$ cat config.mk
export PLATFORM = sky130hd
export DESIGN_NAME = first_fit_partition_allocator_top
export DESIGN_NICKNAME = d
export VERILOG_FILES = /design/src/sv/ffpa_pkg.sv /design/src/sv/ffpa_tbl.sv /design/src/sv/first_fit_partition_allocator_top.sv
export SDC_FILE = /design/constraint.sdc
export NUM_CORES = 2
export LEC_CHECK = 0
export BUFFER_PORTS_ARGS = -buffer_cell sky130_fd_sc_hd__buf_2
export CAP_MARGIN = 20
export CORE_AREA = 10 10 271 532
export CTS_BUF_LIST = sky130_fd_sc_hd__clkbuf_16
export DETAILED_ROUTE_END_ITERATION = 6
export DIE_AREA = 0 0 281 542
export GPL_ROUTABILITY_DRIVEN = 0
export PLACE_DENSITY = 0.56
export SLEW_MARGIN = 10
export SYNTH_ARGS = -nofsm -noshare
export SYNTH_HDL_FRONTEND = slang
export SYNTH_SLANG_ARGS = --single-unit
$ cat constraint.sdc
create_clock -name clk -period 10.9 [get_ports clk]
set_input_delay 0.545 -clock clk [delete_from_list [all_inputs] [get_ports clk]]
set_output_delay 0.545 -clock clk [all_outputs]
set_load 0.05 [all_outputs]
$ cat src/sv/ffpa_pkg.sv
// Package for the first-fit partition allocator: item types, status codes, states.
// No dependencies.
package ffpa_pkg;

	localparam logic [1:0] ST_OK     = 2'd0;
	localparam logic [1:0] ST_NOFIT  = 2'd1;
	localparam logic [1:0] ST_FULL   = 2'd2;
	localparam logic [1:0] ST_NOADDR = 2'd3;

	localparam logic FUNC_ALLOC = 1'b0;
	localparam logic FUNC_FREE  = 1'b1;

	localparam int SIZE_W = 16;

	typedef struct packed {
		logic              func;
		logic [SIZE_W-1:0] request_size;
		logic [SIZE_W-1:0] free_addr;
	} req_t;

	typedef struct packed {
		logic [1:0]        status;
		logic [SIZE_W-1:0] alloc_addr;
	} rsp_t;

	typedef enum logic [3:0] {
		S_IDLE,
		S_RD,
		S_CHK,
		S_SHR,
		S_SHW,
		S_SPLIT,
		S_NB_RD,
		S_NB_CHK,
		S_PV_CHK,
		S_CL_RD,
		S_CL_WR,
		S_DONE
	} state_t;

endpackage

$ cat src/sv/ffpa_tbl.sv
// Partition table memory: one entry holds start, length and used mark.
// Depends on ffpa_pkg. Synchronous write, one read port with registered data.
module ffpa_tbl
	import ffpa_pkg::*;
#(
	parameter int DEPTH = 32,
	parameter int AW    = 16,
	parameter int IW    = 5
) (
	input  logic            clk,
	input  logic            we,
	input  logic [IW-1:0]   waddr,
	input  logic [2*AW:0]   wdata,
	input  logic [IW-1:0]   raddr,
	output logic [2*AW:0]   rdata
);
	logic [2*AW:0] mem [DEPTH];

	always_ff @(posedge clk) begin
		if (we) begin
			mem[waddr] <= wdata;
		end
		rdata <= mem[raddr];
	end
endmodule

$ cat src/sv/first_fit_partition_allocator_top.sv
// First-fit partition allocator, top level: sequencer around the partition table.
// Depends on ffpa_pkg and ffpa_tbl.
//
// Each item is one allocate or free request and yields exactly one result, shown
// with done high for a single cycle, unless total_size is written while it runs;
// the receiver cannot stall, so busy alone throttles the input. A zero-size
// allocate is answered without a table read. The table lives in a memory with one
// registered read port, read one entry per cycle, so the first-fit or address scan
// spends a read state and a check state on each entry visited. A split moves the
// following entries up one place with a read and a write each. A free that merges
// with both neighbors near the front of the table closes the gap twice, once per
// absorbed entry, which is the slowest case. Writing total_size resets the table
// to one free partition at once (count register reset, entry 0 written the next
// cycle); entries beyond the count are never read.
module first_fit_partition_allocator_top
	import ffpa_pkg::*;
#(
	parameter int MAX_PARTS = 32,
	parameter int ADDR_BITS = 16
) (
	input  logic                 clk,
	input  logic                 arst_n,
	input  logic                 start,
	input  req_t                 req,
	output logic                 busy,
	output logic                 done,
	output rsp_t                 rsp,
	input  logic                 cfg_we,
	input  logic [SIZE_W-1:0]    cfg_wdata
);
	localparam int IW = (MAX_PARTS > 1) ? $clog2(MAX_PARTS) : 1;
	localparam int CW = $clog2(MAX_PARTS + 1);
	localparam int EW = 2 * ADDR_BITS + 1;
	localparam logic [CW-1:0] CNT_MAX = CW'(MAX_PARTS);

	// entry fields: {used, start, length}
	state_t state_q, state_d;
	logic [CW-1:0] cnt_q, cnt_d;
	logic [IW-1:0] idx_q, idx_d;     // entry under work
	logic [IW-1:0] mv_q, mv_d;       // shift cursor
	logic          func_q;
	logic [ADDR_BITS-1:0] arg_q;     // size or address of the item
	logic [ADDR_BITS-1:0] st_q, st_d;  // start of found entry
	logic [ADDR_BITS-1:0] ln_q, ln_d;  // length of found entry
	logic [1:0]    stat_q, stat_d;
	logic [ADDR_BITS-1:0] addr_q, addr_d;
	logic          init_q, init_d;   // write the fresh entry 0
	logic [ADDR_BITS-1:0] tot_q;
	logic          hold_q, hold_d;   // merge with predecessor still pending
	logic          pvm_q, pvm_d;     // gap close after predecessor merge underway
	logic [ADDR_BITS-1:0] pst_q, pst_d; // predecessor start
	logic [ADDR_BITS-1:0] pln_q, pln_d; // predecessor length
	logic          pfree_q, pfree_d;

	logic          we;
	logic [IW-1:0] waddr, raddr;
	logic [EW-1:0] wdata, rdata;
	logic          r_used;
	logic [ADDR_BITS-1:0] r_st, r_ln;

	assign r_used = rdata[EW-1];
	assign r_st   = rdata[2*ADDR_BITS-1:ADDR_BITS];
	assign r_ln   = rdata[ADDR_BITS-1:0];

	ffpa_tbl #(.DEPTH(MAX_PARTS), .AW(ADDR_BITS), .IW(IW)) u_tbl (
		.clk(clk), .we(we), .waddr(waddr), .wdata(wdata),
		.raddr(raddr), .rdata(rdata)
	);

	always_ff @(posedge clk or negedge arst_n) begin
		if (!arst_n) begin
			state_q <= S_IDLE;
			cnt_q   <= CW'(1);
			init_q  <= 1'b1;
			tot_q   <= ADDR_BITS'(1024);
			done    <= 1'b0;
		end else begin
			state_q <= state_d;
			cnt_q   <= cnt_d;
			init_q  <= init_d;
			done    <= (state_d == S_DONE);
			if (cfg_we) begin
				tot_q <= ADDR_BITS'(cfg_wdata);
			end
		end
	end

	always_ff @(posedge clk) begin
		idx_q  <= idx_d;
		mv_q   <= mv_d;
		st_q   <= st_d;
		ln_q   <= ln_d;
		stat_q <= stat_d;
		addr_q <= addr_d;
		hold_q <= hold_d;
		pvm_q  <= pvm_d;
		pst_q  <= pst_d;
		pln_q  <= pln_d;
		pfree_q <= pfree_d;
		if (start && !busy) begin
			func_q <= req.func;
			arg_q  <= (req.func == FUNC_FREE) ? ADDR_BITS'(req.free_addr)
			                                  : ADDR_BITS'(req.request_size);
		end
	end

	assign busy = (state_q != S_IDLE) || init_q || cfg_we;
	assign rsp.status     = stat_q;
	assign rsp.alloc_addr = SIZE_W'(addr_q);

	always_comb begin
		state_d = state_q;
		cnt_d   = cnt_q;
		idx_d   = idx_q;
		mv_d    = mv_q;
		st_d    = st_q;
		ln_d    = ln_q;
		stat_d  = stat_q;
		addr_d  = addr_q;
		hold_d  = hold_q;
		pvm_d   = pvm_q;
		pst_d   = pst_q;
		pln_d   = pln_q;
		pfree_d = pfree_q;
		init_d  = init_q;
		we      = 1'b0;
		waddr   = idx_q;
		wdata   = '0;
		raddr   = idx_q;
		if (cfg_we) begin
			// reset the table: count back to one, entry 0 written next cycle
			cnt_d   = CW'(1);
			init_d  = 1'b1;
			state_d = S_IDLE;
		end else if (init_q) begin
			we     = 1'b1;
			waddr  = '0;
			wdata  = {1'b0, {ADDR_BITS{1'b0}}, tot_q};
			init_d = 1'b0;
		end else begin
			unique case (state_q)
				S_IDLE: begin
					if (start) begin
						idx_d   = '0;
						addr_d  = '0;
						pfree_d = 1'b0;
						pvm_d   = 1'b0;
						if (req.func == FUNC_ALLOC && req.request_size == '0) begin
							stat_d  = ST_NOFIT;
							state_d = S_DONE;
						end else begin
							state_d = S_RD;
						end
					end
				end
				S_RD: begin
					raddr   = idx_q;
					state_d = S_CHK;
				end
				S_CHK: begin
					// examine the entry read last cycle
					st_d = r_st;
					ln_d = r_ln;
					if (func_q == FUNC_ALLOC) begin
						if (!r_used && r_ln == arg_q) begin
							we     = 1'b1;
							wdata  = {1'b1, r_st, r_ln};
							stat_d = ST_OK;
							addr_d = r_st;
							state_d = S_DONE;
						end else if (!r_used && r_ln > arg_q) begin
							if (cnt_q >= CNT_MAX) begin
								stat_d  = ST_FULL;
								state_d = S_DONE;
							end else begin
								// open a gap after idx by moving entries up
								mv_d    = IW'(cnt_q - CW'(1));
								state_d = (IW'(cnt_q - CW'(1)) == idx_q) ? S_SPLIT : S_SHR;
							end
						end else if (CW'(idx_q) + CW'(1) >= cnt_q) begin
							stat_d  = ST_NOFIT;
							state_d = S_DONE;
						end else begin
							idx_d   = idx_q + IW'(1);
							state_d = S_RD;
						end
					end else begin
						if (r_used && r_st == arg_q) begin
							hold_d = pfree_q && (idx_q != '0);
							if (CW'(idx_q) + CW'(1) < cnt_q) begin
								raddr   = idx_q + IW'(1);
								state_d = S_NB_CHK;
							end else begin
								state_d = S_PV_CHK;
							end
						end else if (CW'(idx_q) + CW'(1) >= cnt_q) begin
							stat_d  = ST_NOADDR;
							state_d = S_DONE;
						end else begin
							pfree_d = !r_used;
							pst_d   = r_st;
							pln_d   = r_ln;
							idx_d   = idx_q + IW'(1);
							state_d = S_RD;
						end
					end
				end
				S_SHR: begin
					raddr   = mv_q;
					state_d = S_SHW;
				end
				S_SHW: begin
					we    = 1'b1;
					waddr = mv_q + IW'(1);
					wdata = rdata;
					mv_d  = mv_q - IW'(1);
					state_d = (mv_q - IW'(1) == idx_q) ? S_SPLIT : S_SHR;
				end
				S_SPLIT: begin
					// write used head now, free tail in S_NB_RD slot
					we     = 1'b1;
					waddr  = idx_q;
					wdata  = {1'b1, st_q, arg_q};
					cnt_d  = cnt_q + CW'(1);
					stat_d = ST_OK;
					addr_d = st_q;
					state_d = S_NB_RD;
				end
				S_NB_RD: begin
					we    = 1'b1;
					waddr = idx_q + IW'(1);
					wdata = {1'b0, st_q + arg_q, ln_q - arg_q};
					state_d = S_DONE;
				end
				S_NB_CHK: begin
					// successor read; absorb it if free
					if (!r_used) begin
						ln_d   = ln_q + r_ln;
						mv_d   = idx_q + IW'(1);
						cnt_d  = cnt_q - CW'(1);
						state_d = (CW'(idx_q) + CW'(2) >= cnt_q) ? S_PV_CHK : S_CL_RD;
					end else begin
						state_d = S_PV_CHK;
					end
				end
				S_CL_RD: begin
					raddr   = mv_q + IW'(1);
					state_d = S_CL_WR;
				end
				S_CL_WR: begin
					we    = 1'b1;
					waddr = mv_q;
					wdata = rdata;
					mv_d  = mv_q + IW'(1);
					// gap closed: finish if it came from the predecessor merge, else check the predecessor
					if (CW'(mv_q) + CW'(2) >= cnt_q + CW'(1)) begin
						state_d = pvm_q ? S_DONE : S_PV_CHK;
					end else begin
						state_d = S_CL_RD;
					end
				end
				S_PV_CHK: begin
					stat_d = ST_OK;
					we     = 1'b1;
					if (hold_q) begin
						// merge into the free predecessor, then close gap at idx
						waddr  = idx_q - IW'(1);
						wdata  = {1'b0, pst_q, pln_q + ln_q};
						hold_d = 1'b0;
						pvm_d  = 1'b1;
						cnt_d  = cnt_q - CW'(1);
						mv_d   = idx_q;
						state_d = (CW'(idx_q) + CW'(1) >= cnt_q) ? S_DONE : S_CL_RD;
					end else begin
						waddr   = idx_q;
						wdata   = {1'b0, st_q, ln_q};
						state_d = S_DONE;
					end
				end
				S_DONE: begin
					state_d = S_IDLE;
				end
				default: state_d = S_IDLE;
			endcase
		end
	end
endmodule

Word-level counts from Yosys, hierarchy flattened
Memories as Yosys holds them, arrays and structs flattened. A register that Yosys moved wholly into a read port is not among the register bits.
Index checks and enable logic that the tools add are counted.

operators by class
  equal/unequal tests = 37
  bitwise operators = 5
  order comparisons = 6
  reduce and logical (&&, ||, !) cells = 36
  muxes and demuxes = 90
  add/sub/neg operators = 13

operators by type and width
  kind                  number
  $pmux W33 S5          1
  $mux W33              4
  $mux W5               20
  $mux W16              5
  $add A16 B16 Y16      3
  $pmux W16 S3          1
  $mux W4               11
  $pmux W4 S11          1
  $eq A16 B16 Y1        2
  $mux W32              1
  $pmux W16 S2          1
  $ne A2 B2 Y1 const B  14
  $mux W2               13
  $pmux W5 S5           1
  $mux W6               4
  $pmux W5 S4           1
  $ge A6 B6 Y1          3
  $ne A3 B3 Y1 const B  6
  $pmux W6 S3           1
  $reduce_and A9 Y1     2
  $eq A4 B3 Y1 const B  4
  $eq A4 B4 Y1 const B  4
  $gt A16 B16 Y1        1
  $logic_not A16 Y1     1
  other kinds (36)      82

storage, ports and cells
  logic and storage cells = 206
  input port bits = 53
  bits in registers = 140
  output and inout port bits = 20
  memories kept = 1
  bits in writable memories = 1056

memories
  name       depth  width  read ports  clocked after Yosys merged registers in  write ports  RTL line        text
  u_tbl.mem  32     33     1           1                                        1            ffpa_tbl.sv:17  logic [2*AW:0] mem [DEPTH];

Longest topological paths before layout
  depth in word-level cells = 11
  depth in mapped cells = 17
  mapped depth without buffers = 14

Hierarchy
Synthesis repeated with hierarchy kept, for this count alone.

unflattened totals
  cell total of the unflattened synthesis = 3568
  area total of the unflattened synthesis = 53481.3 um2

modules (own cells, without submodules)
  module                             area an instance (um2)  times used  cells each  sequential area each (um2)
  ffpa_tbl                           41813.9                 1           2332        32371.0
  first_fit_partition_allocator_top  11667.4                 1           1236        4067.7

Worst setup path before layout
No wires, ideal clock.

  kind = reg-to-reg
  from = register idx_q[1]
  to = register pln_q[0], enable pin
  clock period less this slack = 4.897 ns
  stages on the path, launching flop included = 12
  required time = 10.439 ns
  path slack = 6.003 ns
  data arrival time = 4.436 ns
  setup time = 0.461 ns
  path buffers = 1
  cell sequence = edfxtp_1 clkbuf_1 inv_1 ha_1 ha_1 nand3b_1 a21o_1 and2_1 o31a_1 nor2b_1 nand2_1 nor3_1

on the way
  word-level cells in the longest chain between the ends = 4

ends and longest elaborated chain
  what                         RTL line                                  text
  start, declared              first_fit_partition_allocator_top.sv:39   logic [IW-1:0] idx_q, idx_d;
  start signal, assigned       first_fit_partition_allocator_top.sv:89   idx_q <= idx_d;
  $add A5 B1 Y6                first_fit_partition_allocator_top.sv:196  end else if (CW'(idx_q) + CW'(1) >= cnt_q) begin
  $ge A6 B6 Y1                 first_fit_partition_allocator_top.sv:196
  $not A1 Y1 (no line)         -
  $reduce_and A6 Y1 (no line)  -
  end signal, assigned         first_fit_partition_allocator_top.sv:98   pln_q <= pln_d;
  end, declared                first_fit_partition_allocator_top.sv:52   logic [ADDR_BITS-1:0] pln_q, pln_d;

Every way passes these cells.
A chain may end at the register's enable or synchronous reset.

Worst setup path in the final report
  from = register idx_q[0]
  to = register u_tbl.rdata[0] (read register of u_tbl.mem)

on the way
  word-level cells in the longest chain between the ends = 8
  elaborated cells on any way between the ends = 9
  those cells by class = 2 x add/sub; 1 x order compare; 6 x mux

ends and longest elaborated chain
  what           RTL line                                  text
  $add A5 B1 Y6  first_fit_partition_allocator_top.sv:190  if (CW'(idx_q) + CW'(1) < cnt_q) begin
  $lt A6 B6 Y1   first_fit_partition_allocator_top.sv:190
  $mux W5        first_fit_partition_allocator_top.sv:190
  $mux W5        first_fit_partition_allocator_top.sv:188  if (r_used && r_st == arg_q) begin
  $mux W5        first_fit_partition_allocator_top.sv:164  if (func_q == FUNC_ALLOC) begin
  $pmux W5 S3    first_fit_partition_allocator_top.sv:141  unique case (state_q)
  $mux W5        first_fit_partition_allocator_top.sv:135  end else if (init_q) begin
  $mux W5 (*)    first_fit_partition_allocator_top.sv:130  if (cfg_we) begin
  end, declared  ffpa_tbl.sv:15                            output logic [2*AW:0] rdata

Every way passes the cells marked *; elsewhere a longest branch is shown, timed or not.

==> metrics <==
Syn Area/Cell 12.9 sq um; Clock Power Share 0.390; synthesis-to-layout area growth 11.7%; clock sinks 1,229; max_cap viols 0; Reg clk slew, reported paths 70 ps; total die area 152,000 sq um; core box area 136,000 sq um; CTS HTree Levels 3; Peak VDD IR 0.109 mV; commonest non-fill, non-tap cell in the layout edfxtp_1; setup TNS 0 ps; fin crit period 6240 ps; post-CTS setup buffers 0; EDFF count, synth 1,168; reg2reg setup slack 4660 ps; first-pass iteration count of the detailed router 7; slowest CP cell buf_4; Slew Limit Fails 0; FMAX 160 MHz; I/O pin count 73; vias in the first global route 35,100; worst path bufs/invs 3; pwr/cell area 162 nW/um^2; Syn. warnings 0; WL final 171,000 microns; final design utilization 0.442; Die Y 542 microns; RSZ-0062 raised after global routing no; WHS Path Cells 2; Net Count, Synth 4,317; post-synthesis instance area 53,700 sq um; Distinct cells, synth 76; Comb power frac 0.067; Top delay family on crit path buffers and inverters; Initial Util 0.396; DRC 1; critical path cell sequence ha_1, nand3_1, xnor2_1, ha_1, a21o_1, a21oi_1, and4_1, a2111oi_2, a221oi_4, buf_12, buf_12, buf_4, a211oi_1, a31oi_1, o22ai_1, nor4_1; Most used DFF post-synth edfxtp_1; number of synthesized register bits 1,229; worst path arrival time 6840 ps; Power Internal 7.46 mW; TritonCTS clock tree done; largest net degree at the start of global routing 201; Flop pwr share 0.543; CP Capture Type flop; crit path max fanout 179; filler instances 12,100; Clock Tree Buf Depth 3; Net Sw Frac 0.230; Sw Pwr 2.23 mW; Num CTS Buffers 101; Clock Skew 24.2 ps; Nets 4,356; CTS root buffer clkbuf_16; Routed Antenna Nets 0; critical path's largest stage delay 740 ps; input/output buffers 72; Seq/Total Area, Yosys 0.679; Required @ worst endpoint 11,500 ps; Setup WS post-layout 4660 ps; Hold Vio Cnt, Final 0; first-pass GRT wire length 243,000 microns; clk_lat worst skew 720 ps; Tcrit/Tclk final 0.572; DP HPWL 97,700 microns; Worst Hold Path EP tot_q[7]$_DFFE_PN0P_; failing checks DRC; Pwr Total 9.69 mW; RR Endpoint u_tbl.rdata[0]$_DFF_P_; Total Routing Usage GR 0.220; reg2reg start idx_q[0]$_SDFFCE_PN0P_; worst-margin pin slew 1130 ps; R2R depth 16; WL/cell 28.3 microns; layout cells sized above 1 0.118; routed vias 35,500; die width 281 microns; hold wc startpoint cfg_wdata[7]; status finished with violations; Post-Synthesis Cells 4,153; average via count per standard cell 5.89; P_leak 20.7 nW; fraction of registers with async set/reset 0.0228; CP Class flop to flop; # setup viols final 0; initial antenna violation count 3; 1st-iter DRT viols 3,233; Relative slew margins 0.249; GRT overflow 0; HP Class input port to flop; most frequent cells in the layout 1,168 x edfxtp_1, 770 x nand2_1, 267 x a31oi_1; pre-CTS setup slack 4650 ps; nature of the critical path startpoint flop; # rows 191
## logic make-up (layout without fill, tap and decap cells)
kind of cell	after synthesis	after routing	synth area share
and+or+nand+nor	1380	1380	0.121
DFF	1229	1229	0.679
AOI/OAI and AO/OA	964	964	0.121
buffers and inverters	327	453	0.0272
adders and majority gates	111	111	0.0264
xor gates and xnor gates	96	96	0.0157
muxes	46	46	0.00939
other	0	2	0
## layer usage
layer  GRT usage  vias up  part of all wire
li1            -    15800                 -
met1       0.237    17900              0.36
met2       0.398     1284              0.52
met3      0.0301      447             0.051
met4       0.144        0             0.071
met5           0        -                 0
## worst max-delay path by stage
stage	from	to	slack, ps	depth (start not counted)
finish	idx_q[0]$_SDFFCE_PN0P_	u_tbl.rdata[0]$_DFF_P_	4660	16
global route	idx_q[0]$_SDFFCE_PN0P_	u_tbl.rdata[0]$_DFF_P_	4190	16
CTS	idx_q[0]$_SDFFCE_PN0P_	u_tbl.rdata[0]$_DFF_P_	4640	16
detailed placement	idx_q[0]$_SDFFCE_PN0P_	u_tbl.rdata[0]$_DFF_P_	4650	16
global placement	idx_q[0]$_SDFFCE_PN0P_	u_tbl.rdata[0]$_DFF_P_	4800	16
floorplan	idx_q[1]$_SDFFCE_PN0P_	pln_q[0]$_DFFE_PP_	6000	11
## area by class of cell
| cell class | count | area [sq um] | area share |
|---|---|---|---|
| Clock buffer | 103 | 2580 | 0.0430 |
| Clock inverter | 87 | 815 | 0.0136 |
| Timing Repair Buffer | 199 | 1480 | 0.0246 |
| Multi-Input combinational cell | 2597 | 16200 | 0.271 |
| Inverter | 64 | 240 | 0.00401 |
| Sequential cell | 1229 | 36400 | 0.608 |
| Antenna cell | 2 | 5.00 | 0.0000835 |
| Tap cell | 1737 | 2170 | 0.0363 |
## what timing repair did
item                                   4_1_cts  5_1_grt
setup endpoints to repair                    0        0
endpoints found under the hold margin       25        0
hold buffers                                 1        0
resized for setup                            0        0
## Yosys cell counts, drive strengths merged, types with 30 or more instances
master,n,share of area
inv,64,0.0045
dfxtp,33,0.012
nand3,35,0.0033
xnor2,65,0.011
o22ai,135,0.016
o21ai,86,0.0080
nand2,773,0.054
a31oi,269,0.032
a211oi,202,0.028
and2,203,0.024
a222oi,30,0.0056
ha,107,0.025
nor4,44,0.0078
buf,144,0.014
nor2,118,0.0083
edfxtp,1168,0.65
and3,80,0.0093
a21oi,99,0.0092
mux2,35,0.0073
clkbuf,119,0.0085
nor3,40,0.0037
xor2,31,0.0051
## registers in the layout, indices dropped and copies added (netlist names)
name / cells
u_tbl.mem: 1056
pst_q: 16
st_q: 16
stat_q: 2
pln_q: 16
arg_q: 16
done: 1
hold_q: 1
u_tbl.rdata: 33
ln_q: 16
mv_q: 5
pfree_q: 1
init_q: 1
tot_q: 16
cnt_q: 6
idx_q: 5
pvm_q: 1
state_q: 4
addr_q: 16
func_q: 1
## per-stage QoR
stage | cells | area [sq um] | hold slack [ps]
floorplan | 4153 | 53700 | 249
global placement | 5806 | 56300 | 496
detailed placement | 5814 | 56400 | 497
CTS | 6005 | 59800 | 17.2
global route | 6017 | 59900 | 42.1
finish | 6018 | 59900 | 57.4
## power groups by stage
stage / Sequential, mW / Clock (mW) / Combinational [mW]
after global placement: 5.37 / 0 / 0.627
after floorplan: 5.33 / 0 / 0.421
after CTS: 5.26 / 3.84 / 0.640
after global routing: 5.26 / 4.00 / 0.703
after detailed placement: 5.37 / 0 / 0.637
final: 5.26 / 3.78 / 0.647
Note: power is estimated with default switching activity, not from simulation.
